[config.mk]
export PLATFORM = sky130hd
export DESIGN_NAME = prle_ram
export DESIGN_NICKNAME = d
export VERILOG_FILES = /design/src/design/prle_ram.sv
export SDC_FILE = /design/constraint.sdc
export NUM_CORES = 2
export LEC_CHECK = 0
export BUFFER_PORTS_ARGS = -buffer_cell sky130_fd_sc_hd__buf_2
export CAP_MARGIN = 10
export CORE_MARGIN = 5
export CORE_UTILIZATION = 45
export CTS_BUF_LIST = sky130_fd_sc_hd__clkbuf_8 sky130_fd_sc_hd__clkbuf_16
export DETAILED_ROUTE_END_ITERATION = 8
export SYNTH_ARGS = -nofsm -noshare
export SYNTH_HDL_FRONTEND = slang
export SYNTH_SLANG_ARGS = --single-unit
[constraint.sdc]
create_clock -name i_clk -period 3.16 [get_ports i_clk]
set_input_delay 0.632 -clock i_clk [delete_from_list [all_inputs] [get_ports i_clk]]
set_output_delay 0.632 -clock i_clk [all_outputs]
set_load 0.01 [all_outputs]
[src/design/prle_ram.sv]
module prle_ram #(
    parameter int WIDTH = 16,
    parameter int DEPTH = 256,
    localparam int AW = $clog2(DEPTH)
) (
    input  logic             i_clk,
    input  logic             i_we,
    input  logic [AW-1:0]    i_waddr,
    input  logic [WIDTH-1:0] i_wdata,
    input  logic             i_re,
    input  logic [AW-1:0]    i_raddr,
    output logic [WIDTH-1:0] o_rdata
);

    logic [WIDTH-1:0] r_mem [DEPTH];
    logic [WIDTH-1:0] r_rdata;

    always_ff @(posedge i_clk) begin
        if (i_we) begin
            r_mem[i_waddr] <= i_wdata;
        end
        if (i_re) begin
            r_rdata <= r_mem[i_raddr];
        end
    end

    assign o_rdata = r_rdata;

endmodule

### Word level (Yosys, flattened, before mapping)

Memory sizes are Yosys's and may differ from the RTL's. A register that Yosys moved wholly into a read port is not among the register bits.
Cells that the tools add are included.

| storage, ports and cells | value |
|---|---|
| flip-flop bits (word level) | 0 |
| memory bits (writable) | 4096 |
| input port bits | 35 |
| output and inout port bits | 16 |
| logic and storage cells | 3 |
| memories | 1 |

Memories:

| name | words | width | rd ports | clocked after memory_dff | wr ports | RTL line | text |
|---|---|---|---|---|---|---|---|
| r_mem | 256 | 16 | 1 | 1 | 1 | 15 | `logic [WIDTH-1:0] r_mem [DEPTH];` |

| operators by class | value |
|---|---|
| mux-type cells | 2 |

Operator list:

| operator | number |
|---|---|
| two-way mux 1 bit | 2 |

### Longest topological paths before layout

| logic depth | value |
|---|---|
| depth in word-level cells | 2 |
| mapped depth | 12 |
| depth with buffers taken out | 6 |

### Worst setup path after synthesis

Ideal clock, no wire load.

| timing | value |
|---|---|
| path kind | input-to-reg |
| from | input i_raddr[0] |
| to | register r_rdata[4], in the netlist o_rdata[4] (read register of r_mem), data pin |
| library setup time | 0.265 ns |
| arrival | 2.616 ns |
| required time | 2.895 ns |
| path slack | 0.279 ns |
| cell stages on the path | 8 |
| buffers on the path | 3 |
| path through | buf_6 > buf_6 > buf_2 > mux4_2 > mux4_2 > a22o_1 > o32ai_2 > nor4_2 |

RTL lines:

| item | RTL line | text |
|---|---|---|
| from (decl) | 11 | `input logic [AW-1:0] i_raddr,` |
| to (decl) | 16 | `logic [WIDTH-1:0] r_rdata;` |

==> impl_metrics.json <==
{
  "status": "complete, but fails checks",
  "violations": "setup timing",
  "timing.rr.start": "r_mem[7][11]",
  "fin_nets": 8396,
  "holdPathStages": 1,
  "max_freq_ghz": 0.316,
  "hold_path_class": "in -> reg",
  "power_mw": 114,
  "final.period_utilization_pct": 100,
  "synth_top_area_share_pct": 77.7,
  "synth_edf_count": 4112,
  "cts.path.max_buffers": 4,
  "peakVddDrop_v": 0.000455,
  "vias": 81600,
  "crit_start": "i_raddr[0]",
  "path_buf_inv": 6,
  "syn_area_per_cell_um2": 21.6,
  "synth_fp_nets": 7395,
  "syn_to_final_growth_pct": 16.7,
  "final_util_pct": 52.7,
  "cp_common_cell": "buf_12",
  "ys.warnings.count": 0,
  "worst_pin_slew_ps": 1030,
  "max_cap_viol_count": 0,
  "hp-start": "i_wdata[11]",
  "setup_slack_ps": -6.20,
  "yosys-top-cells-count": "edfxtp_1 (4,112), mux4_2 (797), mux2i_1 (565)",
  "die_w_um": 604,
  "endpoint_kind": "flip-flop",
  "first_iter_violations": 10800,
  "ys_types": 51,
  "ioPinCount": 51,
  "start_kind": "input pin",
  "htree_levels": 5,
  "cts_root_buf": "clkbuf_16",
  "core_mm2": 0.352,
  "clock_latency_ps": 950,
  "final_cell_count_no_fill": 13400,
  "synth_cells": 7360,
  "cts_tree": "yes",
  "dieArea_mm2": 0.365,
  "first_global_vias": 81300,
  "crit_path_max_fanout": 34,
  "max_stage_delay_ps": 430,
  "vias_per_cell": 6.07,
  "grtUsageTotal_pct": 23.6,
  "initial_core_util_pct": 45.1,
  "dp_cells": 12700,
  "p_leak_nw": 60.3,
  "cp.required_ps": 3930,
  "dp_hpwl_um": 272000,
  "port_buffers": 50,
  "cts_sinks": 4112,
  "path_cells": "buf_12, buf_12, buf_12, buf_4, buf_12, buf_12, mux2i_1, o221ai_1, o22ai_1, a22oi_1, nand3_1, nor4_1",
  "finalWirelength_um": 437000,
  "dr.pass1.iters": 7,
  "yosysSeqAreaShare_pct": 77.7,
  "gp_routability_congestion": 0.919,
  "fp-row-count": 218,
  "synth_largest_area_cell": "edfxtp_1",
  "fillers": 27000,
  "post_cts_buffers": 0,
  "critical_path_class": "in -> reg",
  "r2r.worst_path.cells": 9,
  "ys_async_sr_fraction_pct": 0,
  "hold_viol_final": 0,
  "die_h_um": 604,
  "pwr_density_cell_mw_per_mm2": 616,
  "finClkSkew_ps": 34.8,
  "path_clk_slew_ps": 60,
  "report.final.slew_viol_count": 0,
  "crit_arrival_ps": 3930,
  "setup_violations": 1,
  "netlist_area_mm2": 0.159,
  "critical_path.slowest_cell": "nand3_1",
  "drt-wirelength-per-cell_um": 32.6,
  "grt_antenna_before_repair": 25,
  "grt_overflow": 0,
  "cts_buffers": 417,
  "ant_nets": 0,
  "synth_area_leaders": "edfxtp_1 (78%), mux4_2 (11%), mux2i_1 (3.6%)",
  "rsz0062_at_grt": "false",
  "synth_ff_type": "edfxtp_1",
  "fin_crit_ps": 3170,
  "path_depth": 12,
  "relSlewSlack_pct": 31.1,
  "drc": 0,
  "drive_above_1_share_pct": 30.0,
  "synth-seq-cells": 4112,
  "synthMostInstantiatedCell": "edfxtp_1",
  "grt_max_degree": 112,
  "cp_top_family": "buffers and inverters",
  "grt_pass1_wl_um": 619000
}
-- sequential cells by signal, summed over array words and instances (netlist names) --
| register | count |
|---|---|
| o_rdata | 16 |
| r_mem | 4096 |
-- cells in the final DEF, fill, tap and decap left out, types with 89 or more instances in the layout --
cell type,synthesis,layout
a21oi_1,175,174
buf_12,5,156
buf_4,26,829
clkbuf_16,0,422
clkinv_1,0,89
edfxtp_1,4112,4112
inv_1,3,100
mux2i_1,565,565
mux4_2,797,797
nor2_1,304,215
nor3_1,92,90
o221ai_1,252,252
o22ai_1,148,148
-- area by class of cell --
cell class	count	area, µm²	share of cell area, %
clock buffers	422	10600	5.70
inverters	4	27.5	0.0148
clock inverters	333	2600	1.40
multi-input cells	2792	33000	17.8
repair buffers	1034	9780	5.28
flip-flops and latches	4112	123000	66.6
well taps	4730	5920	3.19
diodes	5	12.5	0.00675
-- metrics by stage --
step                      worst slack, ps  cell area, µm²  setup TNS [ps]  hold WS, ps
final                               -6.20          185000           -6.20         77.8
after global routing                 8.86          185000               0         58.4
after CTS                            14.2          185000               0         30.9
after detailed placement            -1050          172000          -11320          958
after global placement              -1700          172000          -12510          952
after floorplan                       279          159000               0          731
-- where the power goes --
group	internal, mW	switching (mW)
registers	60.2	0.0822
clock network	27.2	20.5
logic	2.42	3.93
total	89.8	24.5
-- what timing repair did --
action,CTS,global route
pin swaps,0,0
endpoints found under the setup margin,1,3
gates resized for setup,1,3
hold buffers,1,0
hold endpoints to repair,10,0
-- cells by family after synthesis --
family                 count (synthesis)  synth area share (%)
AOI/OAI and AO/OA                    786                  3.53
buffers and inverters                456                  1.69
DFF                                 4112                  77.7
muxes                               1450                  15.5
and+or+nand+nor                      556                  1.57
-- worst register-to-register path, cell delays in order (launching register included) --
cell and delay [ps]:
edfxtp_1 360, mux4_2 470, mux2_2 300, a22oi_1 520
buf_4 230, nand2_1 130, o32ai_1 360, buf_4 240
buf_4 120, nor4_1 50
-- path summary, 6_finish.rpt --
check                   to  slack, ps
max reg2reg    o_rdata[11]        140
max             o_rdata[7]         -6
min reg2reg    o_rdata[15]       1180
min          r_mem[89][11]         80
-- layer usage --
layer / track usage, % / part of all wire (%)
met3: 4.54 / 8.6
met2: 37.3 / 47
met5: 0 / 0.0053
met1: 33.3 / 40
met4: 8.17 / 4.0
(Power assumes the default switching activity.)
