`src/design/prle_pkg.sv`:
```
package prle_pkg;

    localparam int IDX_W     = 27;
    localparam int COLOR_W   = 16;
    localparam int PAL_DEPTH = 256;
    localparam int PAL_AW    = 8;
    localparam int BYTE_W    = 8;
    localparam int HDR_W     = 32;
    localparam int FLD_W     = 10;
    localparam int LEN_W     = 12;
    localparam int CTR_W     = 16;

    localparam logic [1:0] REQ_PAL   = 2'd0;
    localparam logic [1:0] REQ_FRAME = 2'd1;
    localparam logic [1:0] REQ_DATA  = 2'd2;

    localparam logic [HDR_W-1:0] END_HDR  = 32'h7fff_7fff;
    localparam logic [HDR_W-1:0] HDR_MASK = (32'h200 << 22) | (32'h200 << 12);
    localparam logic [FLD_W-1:0] POS_BIAS = 10'h200;

    // one decoded event heading for the output side
    typedef struct packed {
        logic             emit;
        logic             frame_end;
        logic             out_of_frame;
        logic [IDX_W-1:0] pixel_index;
    } t_prle_ev;

    // palette port request
    typedef struct packed {
        logic               we;
        logic [PAL_AW-1:0]  waddr;
        logic [COLOR_W-1:0] wdata;
        logic               re;
        logic [PAL_AW-1:0]  raddr;
    } t_prle_ram_req;

endpackage

```
`src/design/prle_out.sv`:
```
module prle_out import prle_pkg::*; (
    input  logic               i_clk,
    input  logic               i_rst_n,
    input  t_prle_ev           i_ev,
    input  logic [COLOR_W-1:0] i_rdata,
    input  logic               i_o_ready,
    output logic               o_in_ready,
    output logic               o_valid,
    output logic [IDX_W-1:0]   o_pixel_index,
    output logic [COLOR_W-1:0] o_pixel_color,
    output logic               o_out_of_frame,
    output logic               o_frame_end
);

    logic               r_s1_vld;
    t_prle_ev           r_s1;
    logic               r_o_vld;
    logic [IDX_W-1:0]   r_o_idx;
    logic [COLOR_W-1:0] r_o_color;
    logic               r_o_oof;
    logic               r_o_end;
    logic               adv;

    // palette data is valid while the stage holds, the read port only fires on accept
    assign adv        = r_s1_vld && (!r_o_vld || i_o_ready);
    assign o_in_ready = !r_s1_vld || adv;

    always_ff @(posedge i_clk) begin
        if (!i_rst_n) begin
            r_s1_vld <= 1'b0;
            r_o_vld  <= 1'b0;
        end else begin
            if (i_ev.emit) begin
                r_s1_vld <= 1'b1;
            end else if (adv) begin
                r_s1_vld <= 1'b0;
            end
            if (adv) begin
                r_o_vld <= 1'b1;
            end else if (i_o_ready) begin
                r_o_vld <= 1'b0;
            end
        end
    end

    always_ff @(posedge i_clk) begin
        if (i_ev.emit) begin
            r_s1 <= i_ev;
        end
        if (adv) begin
            r_o_idx   <= r_s1.pixel_index;
            r_o_color <= r_s1.frame_end ? '0 : i_rdata;
            r_o_oof   <= r_s1.out_of_frame;
            r_o_end   <= r_s1.frame_end;
        end
    end

    assign o_valid        = r_o_vld;
    assign o_pixel_index  = r_o_idx;
    assign o_pixel_color  = r_o_color;
    assign o_out_of_frame = r_o_oof;
    assign o_frame_end    = r_o_end;

    a_no_overrun: assert property (@(posedge i_clk) disable iff (!i_rst_n)
        (r_s1_vld && !adv) |-> !i_ev.emit)
        else $error("new result while the held stage is stalled");

    a_end_marker_clean: assert property (@(posedge i_clk) disable iff (!i_rst_n)
        (r_o_vld && r_o_end) |-> (r_o_color == '0) && (r_o_idx == '0) && !r_o_oof)
        else $error("end marker carries pixel data");

    a_hold_while_stalled: assert property (@(posedge i_clk) disable iff (!i_rst_n)
        (r_o_vld && !i_o_ready) |=> r_o_vld && $stable(r_o_idx) && $stable(r_o_color)
                                    && $stable(r_o_end))
        else $error("result changed while the receiver stalls");

endmodule

```
`config.mk`:
```
export PLATFORM = sky130hd
export DESIGN_NAME = prle_out
export DESIGN_NICKNAME = d
export VERILOG_FILES = /design/src/design/prle_pkg.sv /design/src/design/prle_out.sv
export SDC_FILE = /design/constraint.sdc
export NUM_CORES = 1
export LEC_CHECK = 0
export ABC_AREA = 1
export BUFFER_PORTS_ARGS = -buffer_cell sky130_fd_sc_hd__buf_2
export CAP_MARGIN = 10
export CORE_MARGIN = 2
export CORE_UTILIZATION = 40
export CTS_CLUSTER_SIZE = 12
export DETAILED_ROUTE_END_ITERATION = 8
export PLACE_DENSITY = 0.76
export SLEW_MARGIN = 10
export SYNTH_ARGS = -nofsm -noshare
export SYNTH_HDL_FRONTEND = slang
export SYNTH_SLANG_ARGS = --single-unit
```
`constraint.sdc`:
```
create_clock -name i_clk -period 10.7 [get_ports i_clk]
set_clock_uncertainty 0.15 [all_clocks]
set_input_delay 3.21 -clock i_clk [delete_from_list [all_inputs] [get_ports i_clk]]
set_output_delay 3.21 -clock i_clk [all_outputs]
set_load 0.05 [all_outputs]
```
=== Word level (Yosys, flattened, before mapping) ===
Index checks and enable logic that the tools add are counted.

* Muxes and demuxes: 4
* Reductions and logical operators: 7

{| class="wikitable"
|+ Operators by type and width
! kind !! count
|-
| $mux W1 || 4
|-
| $reduce_bool A2 Y1 || 2
|-
| $logic_not A1 Y1 || 2
|-
| $logic_or A1 B1 Y1 || 2
|-
| $logic_and A1 B1 Y1 || 1
|}

* Output and inout port bits: 47
* Register bits after elaboration: 76

=== Longest topological paths before layout ===
* Word-level depth: 5
* Gate-level depth with buffers: 3
* Gate-level depth less buffers: 3

=== Worst setup path after synthesis ===
No wires, ideal clock.

* Path kind: input to output
* Start point: input i_o_ready
* End point: output o_in_ready
* Data required time: 7.340 ns
* Path slack: 3.665 ns
* Data arrival time: 3.675 ns
* Cell stages on the path: 2
* Cells stage by stage: inv_1 -> nand3_1

* Longest elaborated chain between the ends: 3

{| class="wikitable"
|+ RTL lines
! what !! line !! text
|-
| from (decl) || prle_out.sv:6 || <nowiki>input logic i_o_ready,</nowiki>
|-
| $logic_or A1 B1 Y1 || prle_out.sv:25 || <nowiki>assign adv = r_s1_vld && (!r_o_vld || i_o_ready);</nowiki>
|-
| $logic_and A1 B1 Y1 || prle_out.sv:25 ||
|-
| $logic_or A1 B1 Y1 || prle_out.sv:26 || <nowiki>assign o_in_ready = !r_s1_vld || adv;</nowiki>
|-
| to (decl) || prle_out.sv:7 || <nowiki>output logic o_in_ready,</nowiki>
|}

Every way passes these cells.

=== Worst setup path in the final report ===
Ends and elaborated chain as after synthesis.

==> results.rst <==
.. list-table::
   :header-rows: 1

   * - Metric
     - Value
   * - Cell Chain, Critical Path
     - buf_2 > inv_1 > nand3_1 > buf_2
   * - Most frequent standard cell in the layout excluding fill and tap cells
     - sky130_fd_sc_hd__buf_2
   * - Maximum VDD drop
     - 0.0000937 V
   * - Sequential area share after synthesis
     - 0.922
   * - HPWL after DPL
     - 2690 um
   * - Post-route clock period utilization
     - 0.666
   * - Top fanout value on the critical path
     - 3
   * - Slew at the pin closest to its max-slew limit
     - 663 ps
   * - Core box area
     - 5920 sq um
   * - Number of buffers inserted to repair setup after CTS
     - 0
   * - Leakage power
     - 0.00134 uW
   * - Combined global-route utilization of all metal layers
     - 0.123
   * - Final Hold Violating Endpoints
     - 0
   * - Starting density of the core
     - 0.415
   * - Count of clock tree sinks
     - 76
   * - Post-synthesis cell type count
     - 10
   * - Crit path buffers/inverters
     - 3
   * - Pin count of the biggest net entering global routing
     - 46
   * - Global-route wire length before repair
     - 5800 um
   * - Filler cells
     - 511
   * - Ant diodes
     - 0
   * - Number of logic stages on the critical path including buffering
     - 4
   * - Clock transition at the register clock pins on the worst setup and hold paths after CTS
     - 70 ps
   * - Starting DRT DRC Count
     - 67
   * - Total CTS buffers
     - 9
   * - Period minus WS final
     - 7130 ps
   * - Gates resized, CTS repair
     - 0
   * - Placer's final routability congestion estimate
     - 0.616
   * - Htree depth
     - 3
   * - Final slew viol count
     - 0
   * - Data arrival time of the critical path
     - 3770 ps
   * - Top-Level Pins
     - 96
   * - Critical Path Source
     - i_o_ready
   * - Total wirelength of the detailed-routed design
     - 3890 um
   * - Vias in the first global route
     - 1303
   * - Path depth of the worst reg2reg path
     - 3
   * - Average wire per standard cell
     - 12.8 um
   * - Data required time at the worst endpoint
     - 7340 ps
   * - Post-place instance area
     - 3020 sq um
   * - Die boundary height
     - 82.3 um
   * - Critical path launch point type
     - input pin
   * - Cell count of the worst hold path
     - 0
   * - Count of endpoints failing setup in the final report
     - 0
   * - Kind of cell adding the most delay to the critical path
     - buffers and inverters
   * - Cell area after synthesis
     - 2450 sq um
   * - Post-CTS Hold Buffers
     - 0
   * - Routed via count
     - 1297
   * - Tightest hold margin
     - 269 ps
   * - Class of the worst hold path
     - reg2reg
   * - Unrepaired setup endpoints after global routing
     - false
   * - CP max stage delay
     - 230 ps
   * - Number of nets with antenna violations after routing
     - 0
   * - Net count after synthesis
     - 168
   * - CTS Root Cell
     - sky130_fd_sc_hd__clkbuf_8
   * - Die ar.
     - 6780 sq um
   * - Type of the worst setup path
     - in2out
   * - Skew-Pair Late Insertion Delay
     - 330 ps
   * - Final design area excluding fillers
     - 3200 sq um
   * - Max-cap violation count
     - 0
   * - Detailed Routing Iterations Pass 1
     - 4
   * - Post-Syn Instances
     - 119
   * - Hold path start
     - r_s1[20]$_DFFE_PP_
   * - Run status
     - finished clean
   * - Number of warnings reported in the yosys synthesis log
     - 0
   * - Clock tree buffer depth
     - 2
   * - Synthesized area per cell
     - 20.6 sq um
   * - Commonest cells after routing, fill and taps aside
     - sky130_fd_sc_hd__buf_2 (95), sky130_fd_sc_hd__edfxtp_1 (74), sky130_fd_sc_hd__inv_1 (20)
   * - Ratio of routed vias to standard cells
     - 4.27
   * - Count of nets after finishing
     - 273
   * - Portion of synthesized cell area occupied by the leading cell type
     - 0.905
   * - Share of post-route cells with drive strength above 1
     - 0.493
   * - Cell at the slowest stage of the critical path
     - sky130_fd_sc_hd__buf_2
   * - Reg-to-Reg Start
     - r_s1_vld$_SDFFE_PN0P_
   * - Layout overhead on the synthesized area
     - 30.3%
   * - Buffers added on ports
     - 95
   * - Synthesized flop and latch total
     - 76
   * - Relative slew slack
     - 0.558
   * - Leftover overflow at the end of global routing
     - 0
   * - Clock tree from TritonCTS
     - done
   * - Achievable Freq
     - 140 MHz
   * - Largest cells by area after synthesis
     - sky130_fd_sc_hd__edfxtp_1 (91%), sky130_fd_sc_hd__inv_1 (3.1%), sky130_fd_sc_hd__nor2_1 (2.0%), sky130_fd_sc_hd__dfxtp_1 (1.6%), sky130_fd_sc_hd__nor2_2 (0.76%)
   * - Power per cell area
     - 192 nW/um^2
   * - Cell taking the most area after synthesis
     - sky130_fd_sc_hd__edfxtp_1
   * - Setup crit end kind
     - primary output
   * - Initial antenna violation count
     - 0
   * - Total DRC errors in the routed layout
     - 0
   * - Die width
     - 82.3 um
   * - Std-Cell Rows
     - 28
   * - Most frequent cell on the critical path
     - sky130_fd_sc_hd__buf_2
   * - Summed negative setup slack over all endpoints
     - 0 ps
-- worst reg2reg max path, delay by kind of cell (launching register included) --
kind / cells / cell delay, ps
compound gates: 1 / 100
flops: 1 / 340
buf+inv: 2 / 560
-- metrics by stage --
step                       util  std cells  setup WS, ps  total power [uW]
after floorplan               -        119          3660               400
after detailed placement  0.510        288          3560               421
after global placement    0.510        288          3610               419
after CTS                 0.540        304          3560               622
after global routing      0.540        304          3530               641
final                     0.540        304          3570               613
-- worst paths after layout --
path | to | slack (ps)
setup / recovery | o_in_ready | 3570
hold / removal | o_pixel_index[20]$_DFFE_PP_ | 270
setup reg to reg | o_pixel_color[10]$_SDFFCE_PP0P_ | 9180
hold reg to reg | o_pixel_index[20]$_DFFE_PP_ | 270
-- cell families (layout without fill, tap and decap cells) --
kind of cell | Yosys count | after routing | share of synthesized area
buffers and inverters | 22 | 132 | 0.0413
AOI/OAI and AO/OA | 3 | 3 | 0.00611
and+or+nand+nor | 18 | 18 | 0.0311
DFF | 76 | 76 | 0.922
-- cells in the mapped netlist --
| cell | count |
|---|---|
| sky130_fd_sc_hd__edfxtp_1 | 74 |
| sky130_fd_sc_hd__a21oi_1 | 3 |
| sky130_fd_sc_hd__nand3_1 | 1 |
| sky130_fd_sc_hd__nor2_2 | 3 |
| sky130_fd_sc_hd__dfxtp_1 | 2 |
| sky130_fd_sc_hd__nand2_1 | 1 |
| sky130_fd_sc_hd__buf_6 | 1 |
| sky130_fd_sc_hd__nor2_1 | 13 |
| sky130_fd_sc_hd__buf_8 | 1 |
| sky130_fd_sc_hd__inv_1 | 20 |
-- per-layer routing --
| metal | part of all wire | track usage | wire length [um] |
|---|---|---|---|
| met5 | 0 | 0 | 0 |
| met2 | 0.47 | 0.193 | 1830 |
| met4 | 0.029 | 0.0900 | 112 |
| met3 | 0.10 | 0.0446 | 401 |
| met1 | 0.40 | 0.137 | 1540 |
-- sequential cells by signal, indices dropped and copies added (netlist names) --
name,flops
o_pixel_index,27
o_pixel_color,16
o_out_of_frame,1
o_frame_end,1
r_s1_vld,1
o_valid,1
r_s1,29
-- layout make-up --
cell class | instances | area, sq um | share of cell area
Sequential cell | 76 | 2260 | 0.707
Timing Repair Buffer | 96 | 483 | 0.151
Multi-Input combinational cell | 21 | 103 | 0.0321
Clock buffer | 10 | 128 | 0.0399
Tap cell | 75 | 93.8 | 0.0293
Clock inverter | 6 | 55.1 | 0.0172
Inverter | 20 | 75.1 | 0.0235
-- report_power, final --
part | switching [uW] | internal, uW
sequential | 5.80 | 349
clock | 94.2 | 105
combinational | 44.7 | 14.0
total | 145 | 468
Note: power is estimated with default switching activity, not from simulation.
