File: src/design/prle_pkg.sv
package prle_pkg;

    localparam int IDX_W     = 27;
    localparam int COLOR_W   = 16;
    localparam int PAL_DEPTH = 256;
    localparam int PAL_AW    = 8;
    localparam int BYTE_W    = 8;
    localparam int HDR_W     = 32;
    localparam int FLD_W     = 10;
    localparam int LEN_W     = 12;
    localparam int CTR_W     = 16;

    localparam logic [1:0] REQ_PAL   = 2'd0;
    localparam logic [1:0] REQ_FRAME = 2'd1;
    localparam logic [1:0] REQ_DATA  = 2'd2;

    localparam logic [HDR_W-1:0] END_HDR  = 32'h7fff_7fff;
    localparam logic [HDR_W-1:0] HDR_MASK = (32'h200 << 22) | (32'h200 << 12);
    localparam logic [FLD_W-1:0] POS_BIAS = 10'h200;

    // one decoded event heading for the output side
    typedef struct packed {
        logic             emit;
        logic             frame_end;
        logic             out_of_frame;
        logic [IDX_W-1:0] pixel_index;
    } t_prle_ev;

    // palette port request
    typedef struct packed {
        logic               we;
        logic [PAL_AW-1:0]  waddr;
        logic [COLOR_W-1:0] wdata;
        logic               re;
        logic [PAL_AW-1:0]  raddr;
    } t_prle_ram_req;

endpackage

File: src/design/prle_parse.sv
module prle_parse import prle_pkg::*; #(
    parameter int MAX_DIM_BITS = 10
) (
    input  logic                    i_clk,
    input  logic                    i_rst_n,
    input  logic                    i_acc,
    input  logic [1:0]              i_req_type,
    input  logic [PAL_AW-1:0]       i_palette_index,
    input  logic [COLOR_W-1:0]      i_palette_color,
    input  logic [MAX_DIM_BITS-1:0] i_frame_width,
    input  logic [MAX_DIM_BITS-1:0] i_frame_height,
    input  logic signed [CTR_W-1:0] i_center_x,
    input  logic signed [CTR_W-1:0] i_center_y,
    input  logic [BYTE_W-1:0]       i_data_byte,
    output t_prle_ev                o_ev,
    output t_prle_ram_req           o_ram
);

    localparam int AREA_W = 2 * MAX_DIM_BITS;
    localparam int YS_W   = CTR_W + 2;
    localparam int PW     = (YS_W + MAX_DIM_BITS + 1 > IDX_W) ?
                            YS_W + MAX_DIM_BITS + 1 : IDX_W;
    localparam int CW     = (AREA_W > IDX_W) ? AREA_W : IDX_W;
    localparam int YW_W   = FLD_W + MAX_DIM_BITS;

    logic                    r_in_run, n_in_run;
    logic [1:0]              r_cnt, n_cnt;
    logic [23:0]             r_hdr, n_hdr;
    logic [LEN_W-1:0]        r_rem, n_rem;
    logic [IDX_W-1:0]        r_cur, n_cur;
    logic [IDX_W-1:0]        r_base, n_base;
    logic [MAX_DIM_BITS-1:0] r_w, n_w;
    logic [AREA_W-1:0]       r_area, n_area;

    logic                    is_pal, is_frame, is_data;
    logic [HDR_W-1:0]        raw, hdr_x;
    logic [FLD_W-1:0]        xf, yf;
    logic [LEN_W-1:0]        len;
    logic [YS_W-1:0]         y_sum;
    logic [PW-1:0]           y_prod;
    logic [IDX_W-1:0]        x_ofs;
    logic [AREA_W-1:0]       area;
    logic [YW_W-1:0]         yw;
    logic [IDX_W-1:0]        hdr_idx;
    logic                    run_oof;

    assign is_pal   = i_acc && (i_req_type == REQ_PAL);
    assign is_frame = i_acc && (i_req_type == REQ_FRAME);
    assign is_data  = i_acc && (i_req_type == REQ_DATA);

    // frame start: base index from the center, size product for the range check
    assign y_sum  = {{(YS_W-CTR_W){i_center_y[CTR_W-1]}}, i_center_y}
                  + YS_W'(i_frame_height) - YS_W'(POS_BIAS);
    assign y_prod = {{(PW-YS_W){y_sum[YS_W-1]}}, y_sum} * PW'(i_frame_width);
    assign x_ofs  = {{(IDX_W-CTR_W){i_center_x[CTR_W-1]}}, i_center_x}
                  - IDX_W'(POS_BIAS);
    assign area   = AREA_W'(i_frame_width) * AREA_W'(i_frame_height);

    // header: last byte completes the little-endian word
    assign raw     = {i_data_byte, r_hdr};
    assign hdr_x   = raw ^ HDR_MASK;
    assign xf      = hdr_x[31:22];
    assign yf      = hdr_x[21:12];
    assign len     = hdr_x[LEN_W-1:0];
    assign yw      = YW_W'(yf) * YW_W'(r_w);
    assign hdr_idx = r_base + IDX_W'(yw) + IDX_W'(xf);

    assign run_oof = r_cur[IDX_W-1] || (CW'(r_cur) >= CW'(r_area));

    always_comb begin
        n_in_run = r_in_run;
        n_cnt    = r_cnt;
        n_hdr    = r_hdr;
        n_rem    = r_rem;
        n_cur    = r_cur;
        n_base   = r_base;
        n_w      = r_w;
        n_area   = r_area;
        o_ev     = '0;

        if (is_frame) begin
            n_w      = i_frame_width;
            n_area   = area;
            n_base   = x_ofs + y_prod[IDX_W-1:0];
            n_in_run = 1'b0;
            n_cnt    = 2'd0;
            n_hdr    = '0;
            n_rem    = '0;
            n_cur    = '0;
        end else if (is_data) begin
            if (r_in_run) begin
                o_ev.emit         = 1'b1;
                o_ev.out_of_frame = run_oof;
                o_ev.pixel_index  = r_cur;
                n_cur    = r_cur + IDX_W'(1);
                n_rem    = r_rem - LEN_W'(1);
                n_in_run = (r_rem != LEN_W'(1));
            end else if (r_cnt != 2'd3) begin
                unique case (r_cnt)
                    2'd0:    n_hdr[7:0]   = i_data_byte;
                    2'd1:    n_hdr[15:8]  = i_data_byte;
                    default: n_hdr[23:16] = i_data_byte;
                endcase
                n_cnt = r_cnt + 2'd1;
            end else begin
                n_cnt = 2'd0;
                n_hdr = '0;
                if (raw == END_HDR) begin
                    o_ev.emit      = 1'b1;
                    o_ev.frame_end = 1'b1;
                end else begin
                    n_cur    = hdr_idx;
                    n_rem    = len;
                    n_in_run = (len != '0);
                end
            end
        end
    end

    always_comb begin
        o_ram.we    = is_pal;
        o_ram.waddr = i_palette_index;
        o_ram.wdata = i_palette_color;
        o_ram.re    = is_data && r_in_run;
        o_ram.raddr = i_data_byte;
    end

    always_ff @(posedge i_clk) begin
        if (!i_rst_n) begin
            r_in_run <= 1'b0;
            r_cnt    <= 2'd0;
            r_hdr    <= '0;
            r_rem    <= '0;
            r_cur    <= '0;
            r_base   <= '0;
            r_w      <= '0;
            r_area   <= '0;
        end else begin
            r_in_run <= n_in_run;
            r_cnt    <= n_cnt;
            r_hdr    <= n_hdr;
            r_rem    <= n_rem;
            r_cur    <= n_cur;
            r_base   <= n_base;
            r_w      <= n_w;
            r_area   <= n_area;
        end
    end

    a_run_has_length: assert property (@(posedge i_clk) disable iff (!i_rst_n)
        r_in_run |-> (r_rem != '0))
        else $error("run active with no pixels left");

    a_end_restarts_header: assert property (@(posedge i_clk) disable iff (!i_rst_n)
        (o_ev.emit && o_ev.frame_end) |=> (r_cnt == 2'd0) && !r_in_run)
        else $error("header assembly not restarted after end marker");

    a_read_only_for_pixels: assert property (@(posedge i_clk) disable iff (!i_rst_n)
        o_ram.re |-> (o_ev.emit && !o_ev.frame_end && !o_ram.we))
        else $error("palette read without a pixel result");

endmodule

File: config.mk
export PLATFORM = sky130hd
export DESIGN_NAME = prle_parse
export DESIGN_NICKNAME = d
export VERILOG_FILES = /design/src/design/prle_pkg.sv /design/src/design/prle_parse.sv
export SDC_FILE = /design/constraint.sdc
export NUM_CORES = 1
export LEC_CHECK = 0
export BUFFER_PORTS_ARGS = -buffer_cell sky130_fd_sc_hd__buf_4
export CORE_MARGIN = 10
export CORE_UTILIZATION = 41
export DETAILED_ROUTE_END_ITERATION = 16
export SLEW_MARGIN = 20
export SYNTH_ARGS = -nofsm -noshare
export SYNTH_HDL_FRONTEND = slang
export SYNTH_SLANG_ARGS = --single-unit
export TNS_END_PERCENT = 5
File: constraint.sdc
create_clock -name i_clk -period 9.93 [get_ports i_clk]
set_input_delay 0 -clock i_clk [delete_from_list [all_inputs] [get_ports i_clk]]
set_output_delay 0 -clock i_clk [all_outputs]
set_load 0.01 [all_outputs]
# [Word-level counts from Yosys, hierarchy flattened]
# Cells that the tools add are included.
[op_classes] add_sub_neg=9 multipliers=3 order_cmp=1 n_eq_ne=11 mux=21 bitwise=3 n_reduce_logical=15
[ops] operator="$mux W27" n=3
[ops] operator="$mux W30" n=2
[ops] operator="$mul A10 B10 Y20" n=2
[ops] operator="$mux W12" n=3
[ops] operator="$eq A32 B31 Y1 const B" n=1
[ops] operator="$mux W28" n=1
[ops] operator="$add A27 B1 Y27 const B" n=1
[ops] operator="$add A27 B10 Y27" n=1
[ops] operator="$add A27 B20 Y27" n=1
[ops] operator="$add A27 B27 Y27" n=1
[ops] operator="$ge A27 B20 Y1" n=1
[ops] operator="$mul A18 B11 Y27" n=1
[ops] operator="$mux W24" n=1
[ops] operator="$mux W8" n=3
[ops] operator="$sub A17 B11 Y18 const B" n=1
[ops] operator="$add A16 B11 Y17" n=1
[ops] operator="$sub A16 B11 Y17 const B" n=1
[ops] operator="$ne A12 B1 Y1 const B" n=1
[ops] operator="$reduce_and A3 Y1" n=4
[ops] operator="$reduce_bool A12 Y1" n=1
[ops] operator="$sub A12 B1 Y12 const B" n=1
[ops] operator="$ne A2 B2 Y1 const B" n=4
[ops] operator="$mux W2" n=3
[ops] operator="$mux W1" n=5
[ops] operator="11 further kinds" n=19
[totals] regBits=123 inputBits=89 output_inout_bits=64 wordCells=73

# [Depth between registers and ports, before layout]
# Gate-level depths: netlist of the first run.
[logic_depth] depth_word=7 depth_mapped=32 ltp_nobuf=31

# [Least setup slack after synthesis of the first run]
# OpenSTA, ideal clock, no wires.
[synth_timing] path_type="input to register" start="input port i_frame_height[1]" end="register r_base[26]" setup_ns=0.136 arrival_ns=6.559 t_required_ns=9.794 setup_slack_ns=3.235 path_stages=31 n_path_buf=0 path_cell_list="ha_1 ha_1 inv_1 fa_1 nor2b_1 o31a_1 o2bb2ai_1 o21ai_1 nor2_1 nor2_1 nor2_1 xnor2_1 nand2_1 fa_1 inv_1 fa_1 fa_1 fa_1 inv_1 fa_1 inv_1 ha_1 a21o_1 o21bai_1 a31o_2 nand2_1 a21oi_1 o221ai_1 o21ai_0 xnor2_1 o22ai_1"
[synth_via] elab_chain_len=4
[synth_rtl] element="from (decl)" line="prle_parse.sv:11" rtl="input logic [MAX_DIM_BITS-1:0] i_frame_height,"
[synth_rtl] element="$add A16 B11 Y17" line="prle_parse.sv:53" rtl="+ YS_W'(i_frame_height) - YS_W'(POS_BIAS);"
[synth_rtl] element="$sub A17 B11 Y18" line="prle_parse.sv:53"
[synth_rtl] element="$mul A18 B11 Y27" line="prle_parse.sv:54" rtl="assign y_prod = {{(PW-YS_W){y_sum[YS_W-1]}}, y_sum} * PW'(i_frame_width);"
[synth_rtl] element="$add A27 B27 Y27" line="prle_parse.sv:84" rtl="n_base = x_ofs + y_prod[IDX_W-1:0];"
[synth_rtl] element="to (signal assigned)" line="prle_parse.sv:144" rtl="r_base <= n_base;"
[synth_rtl] element="to (decl)" line="prle_parse.sv:31" rtl="logic [IDX_W-1:0] r_base, n_base;"
# No other way between the ends.
# A chain may end at the register's enable or synchronous reset.

# [Worst setup path in the final report of the first run]
[layout_timing] start="input port i_frame_height[0]" end="register r_base[26]"
# The elaborated chain is that of the path after synthesis.

==> impl_summary.txt, run 1 <==
----------------------------------------------------
[Power and ir drop]
  Part of the total power dissipated in the clock network ... 0.078
  Static Leakage ... about 11 nW
  VDD IR max ... 0.0004218 V
  Switching pwr ... between 4 and 5 mW
  Power per Cell Area ... between 300 and 400 nW/um^2
  Proportion of power drawn by flip-flops and latches ... 0.067
  Part of the total power dissipated in combinational logic ... 0.855
  Fraction of power spent switching nets ... 0.5164
  Cell internal pwr ... 4.130 mW

[Routing]
  Initial DRT Pass Iterations ... 5
  Drt via density ... roughly 5.2
  Count of unresolved DRC violations after routing ... 0
  Sum of routed wire length over all layers ... 56370 um
  Iteration-0 DRC count of the detailed router ... between 1000 and 1500
  Number of nets still failing antenna checks after routing ... 0
  Number of vias after detailed routing ... around 17000
  Average wire length per cell after detail routing ... about 17 um

[Finish]
  Non-Filler Instances ... between 3000 and 4000
  Area growth from synthesis to layout ... 8.027%
  Number of fill cells in the layout ... ~5000
  Area taken by flip-flops and latches ... around 2500 um^2
  Net count reported at finish ... 3213
  Final antenna diode count ... 0
  Fraction of final layout cells sized beyond drive strength 1 ... 0.06806
  Area of the multi-input gates ... 16710 um^2

[Critical path]
  Number of cells traversed by the worst register-to-register path ... 19
  Arrival time of the worst setup path ... slightly above 8 ns
  Kind of critical path ... primary input to flop
  Cell seen most often among critical-path stages ... sky130_fd_sc_hd__fa_1
  Reg-to-Reg Start ... r_hdr[17]
  Element type at the critical path start ... primary input
  Reg2Reg Setup Slack ... approximately 4.0 ns
  Largest stage delay on the critical path ... between 0.5 and 0.6 ns
  Reg2reg end ... r_cur[26]
  Crit. End Element ... flop
  Slowest cell on the critical path ... sky130_fd_sc_hd__dlygate4sd3_1
  Crit Path Max Fanout ... 11
  Required @ worst endpoint ... between 10 and 15 ns

[GRT]
  Number of antenna violations at the first check in global routing ... 1
  Pin count of the biggest net entering global routing ... 64
  GRT Resource Usage Total ... 0.1828
  Via count of the first global-routing pass ... about 18000
  First-pass GRT wire length ... roughly 95000 um
  Overflow left after global routing ... 0

[Flow run]
  Number of violations of the max-capacitance limit ... 0

[Floorplan]
  Io pins ... 153
  Core ar. ... between 50000 and 60000 um^2
  Overall die area ... 61980 um^2
  Count of standard-cell rows ... just over 80
  Effective utilization at floorplan ... 0.4165
  Die Ht ... about 250 um
  Width of the chip ... 249.0 um

[Timing]
  Fmax achieved ... 0.1286 GHz
  Final sum of negative setup slack ... 0 ns
  Shortest clock period the worst path allows after layout ... a little under 8 ns
  Final count of pins violating max slew ... 0
  Worst Skew ... 0.01249 ns
  Hold Worst Slack ... about 0.000013 ns
  Slew HR ... 0.3305
  Final worst path period share ... 0.7834
  Worst slew pin tran ... ~1 ns
  Number of setup violations in the final report ... 0
  Total count of hold-check failures in the final report ... 0
  Setup repair after global routing missed its margin ... no

[Outcome]
  Status ... completed

[Worst hold path]
  Class of the most critical hold timing path ... primary input to output pin
  Number of cells traversed by the worst hold path ... 0
  Startpoint of the worst hold path ... i_palette_color[15]
  Hold EP ... o_ram[24]

[Clock tree]
  Number of buffers created by CTS ... 17
  Root cell of the clock tree ... sky130_fd_sc_hd__clkbuf_16
  Clock Sinks ... 123
  Clock Path Buffers ... 2
  Skew-Pair Late Insertion Delay ... roughly 0.44 ns
  Clock transition time at the flip-flop clock pins of the worst setup and hold paths ... around 0.060 ns
  H-tree levels ... 4
  Clock tree from TritonCTS ... done
  # resized after CTS ... 0

[Synthesis]
  Unique masters post-synth ... 70
  Biggest area contributors in the synthesized netlist ... sky130_fd_sc_hd__fa_1 30%, sky130_fd_sc_hd__ha_1 13%, sky130_fd_sc_hd__dfxtp_1 11%, sky130_fd_sc_hd__inv_1 7.8%, sky130_fd_sc_hd__nand2_1 6.1%
  Top cell type's share of synthesized area ... 0.3046
  Mapped Avg Cell Area ... about 8.4 um^2
  Largest area contributor in the synthesized netlist ... sky130_fd_sc_hd__fa_1
  Number of nets in the synthesized netlist ... about 3200
  Synthesized instance count ... around 2600
  Synthesis-stage register bit count ... about 120
  Cell area after synthesis ... between 20000 and 25000 um^2
  Most used DFF post-synth ... sky130_fd_sc_hd__dfxtp_1
  Share of the yosys chip area belonging to registers ... 0.1146
  Async set or reset register ratio after synthesis ... 0
  Number of enable-type register cells in the synthesized netlist ... 0
  Synthesis warning total ... 0

[Placement]
  Half-perimeter wire length of the detailed placement result ... roughly 45000 um
  # placed instances ... 3231
  Final weighted congestion of routability-driven global placement ... 0.9017
  Buffers on Ports ... 104

----------------------------------------------------
## through the flow
step / power (mW) / setup slack, ns / util / instance area, um^2
6_report: 8.541 / 2.151 / 0.4499 / 23220
4_1_cts: 8.569 / 2.186 / 0.4499 / 23220
5_1_grt: 9.771 / 1.347 / 0.4499 / 23220
2_1_floorplan: 6.399 / 3.235 / - / 21490
3_5_place_dp: 7.853 / 2.305 / 0.4374 / 22580
3_3_place_gp: 7.684 / 2.493 / 0.4374 / 22580
## metal layers
metal / wire length [um] / share of wire / global-route usage
met5: 7 / 0.00012 / 0
met4: 724 / 0.013 / 0.03612
met3: 1976 / 0.035 / 0.01860
met2: 27500 / 0.49 / 0.3173
met1: 26160 / 0.46 / 0.2420
## synth_stat cells, types with 18 or more instances
library cell,number
sky130_fd_sc_hd__a211oi_1,22
sky130_fd_sc_hd__a21o_1,19
sky130_fd_sc_hd__a21oi_1,128
sky130_fd_sc_hd__and2_1,183
sky130_fd_sc_hd__buf_4,33
sky130_fd_sc_hd__clkbuf_1,102
sky130_fd_sc_hd__dfxtp_1,123
sky130_fd_sc_hd__fa_1,327
sky130_fd_sc_hd__ha_1,224
sky130_fd_sc_hd__inv_1,448
sky130_fd_sc_hd__mux2i_1,30
sky130_fd_sc_hd__nand2_1,352
sky130_fd_sc_hd__nand2b_1,25
sky130_fd_sc_hd__nand3_1,38
sky130_fd_sc_hd__nand4_1,18
sky130_fd_sc_hd__nor2_1,110
sky130_fd_sc_hd__nor2b_1,35
sky130_fd_sc_hd__nor3_1,35
sky130_fd_sc_hd__o21ai_0,63
sky130_fd_sc_hd__xnor2_1,48
sky130_fd_sc_hd__xor2_1,33
## worst max path at each step
stage                       from    endpoint  slack [ns]
6_report       i_frame_height[0]  r_base[26]        2.15
4_1_cts        i_frame_height[0]  r_base[26]        2.19
5_1_grt        i_frame_height[0]  r_base[26]        1.35
3_5_place_dp   i_frame_height[1]  r_base[26]        2.30
2_1_floorplan  i_frame_height[1]  r_base[26]        3.24
3_3_place_gp   i_frame_height[1]  r_base[26]        2.49
## critical path: cells and delay by family
kind	cells	cell delay, ns
buffers and inverters	6	0.96
xor gates and xnor gates	2	0.74
adders and majority gates	9	3.76
AOI/OAI and AO/OA	9	1.85
and+or+nand+nor	6	0.77
## cells in the final DEF (no fill, tap or decap), types with 10 or more instances in the layout
cell / netlist / final
sky130_fd_sc_hd__a211oi_1: 22 / 22
sky130_fd_sc_hd__a21o_1: 19 / 19
sky130_fd_sc_hd__a21oi_1: 128 / 128
sky130_fd_sc_hd__a31oi_1: 11 / 11
sky130_fd_sc_hd__and2_1: 183 / 183
sky130_fd_sc_hd__buf_4: 33 / 116
sky130_fd_sc_hd__clkbuf_16: 0 / 17
sky130_fd_sc_hd__dfxtp_1: 123 / 122
sky130_fd_sc_hd__fa_1: 327 / 327
sky130_fd_sc_hd__ha_1: 224 / 224
sky130_fd_sc_hd__inv_1: 448 / 448
sky130_fd_sc_hd__mux2i_1: 30 / 30
sky130_fd_sc_hd__nand2_1: 352 / 351
sky130_fd_sc_hd__nand2b_1: 25 / 25
sky130_fd_sc_hd__nand3_1: 38 / 38
sky130_fd_sc_hd__nand4_1: 18 / 18
sky130_fd_sc_hd__nor2_1: 110 / 110
sky130_fd_sc_hd__nor2b_1: 35 / 35
sky130_fd_sc_hd__nor3_1: 35 / 35
sky130_fd_sc_hd__nor4_1: 10 / 10
sky130_fd_sc_hd__o21a_1: 16 / 16
sky130_fd_sc_hd__o21ai_0: 63 / 63
sky130_fd_sc_hd__o21ai_1: 13 / 13
sky130_fd_sc_hd__o22ai_1: 14 / 14
sky130_fd_sc_hd__or3_1: 14 / 14
sky130_fd_sc_hd__xnor2_1: 48 / 48
sky130_fd_sc_hd__xor2_1: 33 / 33
## state kept, by name, indices dropped and copies added, names as in the netlist
register,count
r_base,27
r_cur,27
r_hdr,24
r_area,20
r_rem,12
r_w,10
r_cnt,2
r_in_run,1
## layout make-up
type,instances,area share
multi-input cells,1863,0.7195
clock inverters,15,0.008083
flip-flops and latches,123,0.1061
clock buffers,17,0.01832
well taps,680,0.03664
inverters,449,0.07258
repair buffers,119,0.03880
## power groups by stage
stage	logic, mW	registers (mW)	clock network (mW)
CTS	7.33	0.570	0.671
detailed placement	7.27	0.581	0
global route	8.51	0.574	0.692
finish	7.31	0.570	0.666
floorplan	5.84	0.562	0
global placement	7.10	0.580	0
## kinds of logic after synthesis
group                      after synthesis  synth area share
AOI/OAI and AO/OA                      352            0.1042
and+or+nand+nor                        849            0.1909
adders and majority gates              551            0.4349
xor gates and xnor gates                81           0.03301
DFF                                    123            0.1146
muxes                                   30           0.01397
buffers and inverters                  587            0.1084
## repair_timing
item,in CTS,in global routing
hold buffers,3,0
endpoints found under the hold margin,3,0
setup buffers,0,0
(Power assumes the default switching activity.)
==> run 2, diff against run 1 <==
- clock period: 9.93 -> 7.08 ns (I/O delays scaled with it)
==> run 2 against run 1 <==
  * Setup slack lost 1.7 ns
  * Wire length grew 1.0%
  * Final area grew 0.68%
  * Sequential share of layout area shrank 0.072 points
  * Final cell count grew 0.67%
  * Critical endpoint unchanged
  * Die area is the same
  * Register-to-register slack lost 2.8 ns
  * Power grew 44%
  * Combinational power grew 45%
  * Sequential cell count is the same
==> impl_summary.txt, run 2 (synthesized netlist as in run 1, its figures left out) <==
----------------------------------------------------
[Outcome]
  Status ... completed

[Routing]
  Iteration-0 DRC count of the detailed router ... 878 (-17%)
  Count of unresolved DRC violations after routing ... 0 (unchanged)
  Number of nets still failing antenna checks after routing ... 0 (unchanged)
  Initial DRT Pass Iterations ... 5 (unchanged)
  Sum of routed wire length over all layers ... 56950 um (+1.0%)
  Number of vias after detailed routing ... 17190 (+1.8%)
  Average wire length per cell after detail routing ... 17.32 um (+0.35%)
  Drt via density ... 5.228 (+1.1%)

[Finish]
  Non-Filler Instances ... 3288 (+0.67%)
  Net count reported at finish ... 3235 (+0.68%)
  Number of fill cells in the layout ... 5055 (-0.16%)
  Largest regs ... r_base: 27 flops, r_cur: 27 flops, r_hdr: 24 flops
  Final antenna diode count ... 0 (unchanged)
  Area of the multi-input gates ... 16730 um^2 (+0.13%)
  Area taken by flip-flops and latches ... 2464 um^2 (unchanged)
  Area growth from synthesis to layout ... 8.767%
  Leading cell types in the layout, fill and taps excluded ... 448 x sky130_fd_sc_hd__inv_1, 351 x sky130_fd_sc_hd__nand2_1, 327 x sky130_fd_sc_hd__fa_1, 224 x sky130_fd_sc_hd__ha_1, 183 x sky130_fd_sc_hd__and2_1
  Leading cell type in the layout, fill and taps excluded ... sky130_fd_sc_hd__inv_1
  Final non-filler cell area ... 23380 um^2 (+0.68%)
  Fraction of final layout cells sized beyond drive strength 1 ... 0.07707 (+0.009012)

[Timing]
  Final sum of negative setup slack ... 0 ns (unchanged)
  Slew HR ... 0.3195 (-0.01102)
  Setup repair after global routing missed its margin ... no
  Fmax achieved ... approximately 0.15 GHz
  Worst slew pin tran ... 1.014 ns (+0.01642 ns)
  Worst Skew ... 0.01080 ns (-0.001689 ns)
  Shortest clock period the worst path allows after layout ... approximately 6.6 ns
  Number of setup violations in the final report ... 0 (unchanged)
  Fin worst setup slack ... 0.4806 ns (-1.670 ns)
  Final count of pins violating max slew ... 0 (unchanged)
  Total count of hold-check failures in the final report ... 0 (unchanged)
  Final worst path period share ... 0.9321

[Critical path]
  Arrival time of the worst setup path ... 6.89 ns (-1.18 ns)
  Crit. End Element ... flop
  Crit Path Max Fanout ... 6 (-5)
  Required @ worst endpoint ... 7.37 ns (-2.85 ns)
  Kind of critical path ... primary input to flop
  Largest stage delay on the critical path ... 0.52 ns (-0.05 ns)
  Element type at the critical path start ... primary input
  Slowest cell on the critical path ... sky130_fd_sc_hd__fa_1
  Cell seen most often among critical-path stages ... sky130_fd_sc_hd__fa_1

[GRT]
  Via count of the first global-routing pass ... 18240 (+3.0%)
  Number of antenna violations at the first check in global routing ... 1 (unchanged)
  Pin count of the biggest net entering global routing ... 64 (unchanged)
  Overflow left after global routing ... 0 (unchanged)
  First-pass GRT wire length ... 95190 um (+0.72%)
  GRT Resource Usage Total ... 0.1852 (+0.002305)

[Placement]
  Cell area after placement ... 22740 um^2 (+0.73%)
  # placed instances ... 3253 (+0.68%)
  Buffers on Ports ... 104 (unchanged)
  Final weighted congestion of routability-driven global placement ... 0.8583 (-4.8%)
  Half-perimeter wire length of the detailed placement result ... 45450 um (+0.94%)
  Setup slack after placement ... -0.08994 ns (-2.395 ns)

[Clock tree]
  Clock transition time at the flip-flop clock pins of the worst setup and hold paths ... 0.06 ns (about the same)
  Clock tree from TritonCTS ... done
  Clock Path Buffers ... 2 (unchanged)
  Clock Sinks ... 123 (unchanged)
  H-tree levels ... 4 (unchanged)
  Skew-Pair Late Insertion Delay ... 0.43 ns (about the same)
  Root cell of the clock tree ... sky130_fd_sc_hd__clkbuf_16
  Number of buffers created by CTS ... 17 (unchanged)

[Worst hold path]
  Class of the most critical hold timing path ... primary input to output pin

[Floorplan]
  Effective utilization at floorplan ... 0.4165 (unchanged)
  Die Ht ... 249.0 um (unchanged)
  Io pins ... 153 (unchanged)
  Count of standard-cell rows ... 83 (unchanged)
  Width of the chip ... 249.0 um (unchanged)
  Core ar. ... 51610 um^2 (unchanged)
  Overall die area ... 61980 um^2 (unchanged)

[Power and ir drop]
  Static Leakage ... 11.23 nW (+0.90%)
  VDD IR max ... 0.0006946 V (+65%)
  Power per Cell Area ... 525.9 nW/um^2 (+43%)

[Flow run]
  Number of violations of the max-capacitance limit ... 0 (unchanged)

----------------------------------------------------
## run 2: changes by cell type in the layout (fill, tap and decap cells not counted), moves of 2 or more
cell                      before  now
sky130_fd_sc_hd__a21oi_2       1    3
sky130_fd_sc_hd__a21oi_1     128  126
sky130_fd_sc_hd__buf_4       116  138
sky130_fd_sc_hd__inv_6         4    2
## run 2: critical path, delay by kind of cell
family                   cells  cell delay, ns
adder cells (fa/ha/maj)      8            3.35
AO/OA/AOI/OAI               14            2.81
AND/OR/NAND/NOR              3            0.29
buffers and inverters        4            0.26
XOR/XNOR                     1            0.17
## run 2: path summary, 6_finish.rpt
kind / startpoint / to / slack (ns) / cells after the start
setup / recovery: i_frame_height[2] / r_base[26] / 0.48 / 30
hold reg to reg: r_area[6] / r_area[6] / 0.45 / 2
setup reg to reg: r_hdr[18] / r_cur[26] / 1.28 / 19
hold / removal: i_palette_color[15] / o_ram[24] / 0.00001 / 0
## run 2: repair_timing
action,4_1_cts,5_1_grt
endpoints found under the setup margin,0,7
gates resized for setup,0,4
hold buffers,3,0
hold endpoints to repair,3,0
buffers inserted,0,0
## run 2: layout make-up
| type | count | area share |
|---|---|---|
| clock buffer | 19 | 0.01895 |
| clock inverter | 13 | 0.006101 |
| inverter | 449 | 0.07209 |
| multi-input combinational | 1863 | 0.7155 |
| sequential | 123 | 0.1054 |
| tap | 680 | 0.03639 |
| timing repair buffer | 141 | 0.04560 |
## run 2: report_power, final
| group | internal (mW) | switching, mW | leakage, nW |
|---|---|---|---|
| clock | 0.530 | 0.357 | 0.284 |
| combinational | 4.77 | 5.84 | 9.95 |
| sequential | 0.750 | 0.0521 | 0.996 |
## run 2: stage by stage
step	power [mW]	util	hold slack, ns
final	12.30	0.4530	0.00001312
after global routing	13.97	0.4530	0.00005985
after CTS	12.33	0.4525	0.00006862
after detailed placement	11.36	0.4406	0.00006862
after global placement	11.15	0.4406	0.00006862
after floorplan	8.975	-	0.09177
## run 2: layer usage
metal / global-route usage / wire [um] / vias to the layer above
met5: 0 / 0 / -
met1: 0.2349 / 25180 / 8493
li1: - / - / 8150
met4: 0.05488 / 1417 / 0
met2: 0.3185 / 27580 / 465
met3: 0.02816 / 2771 / 83
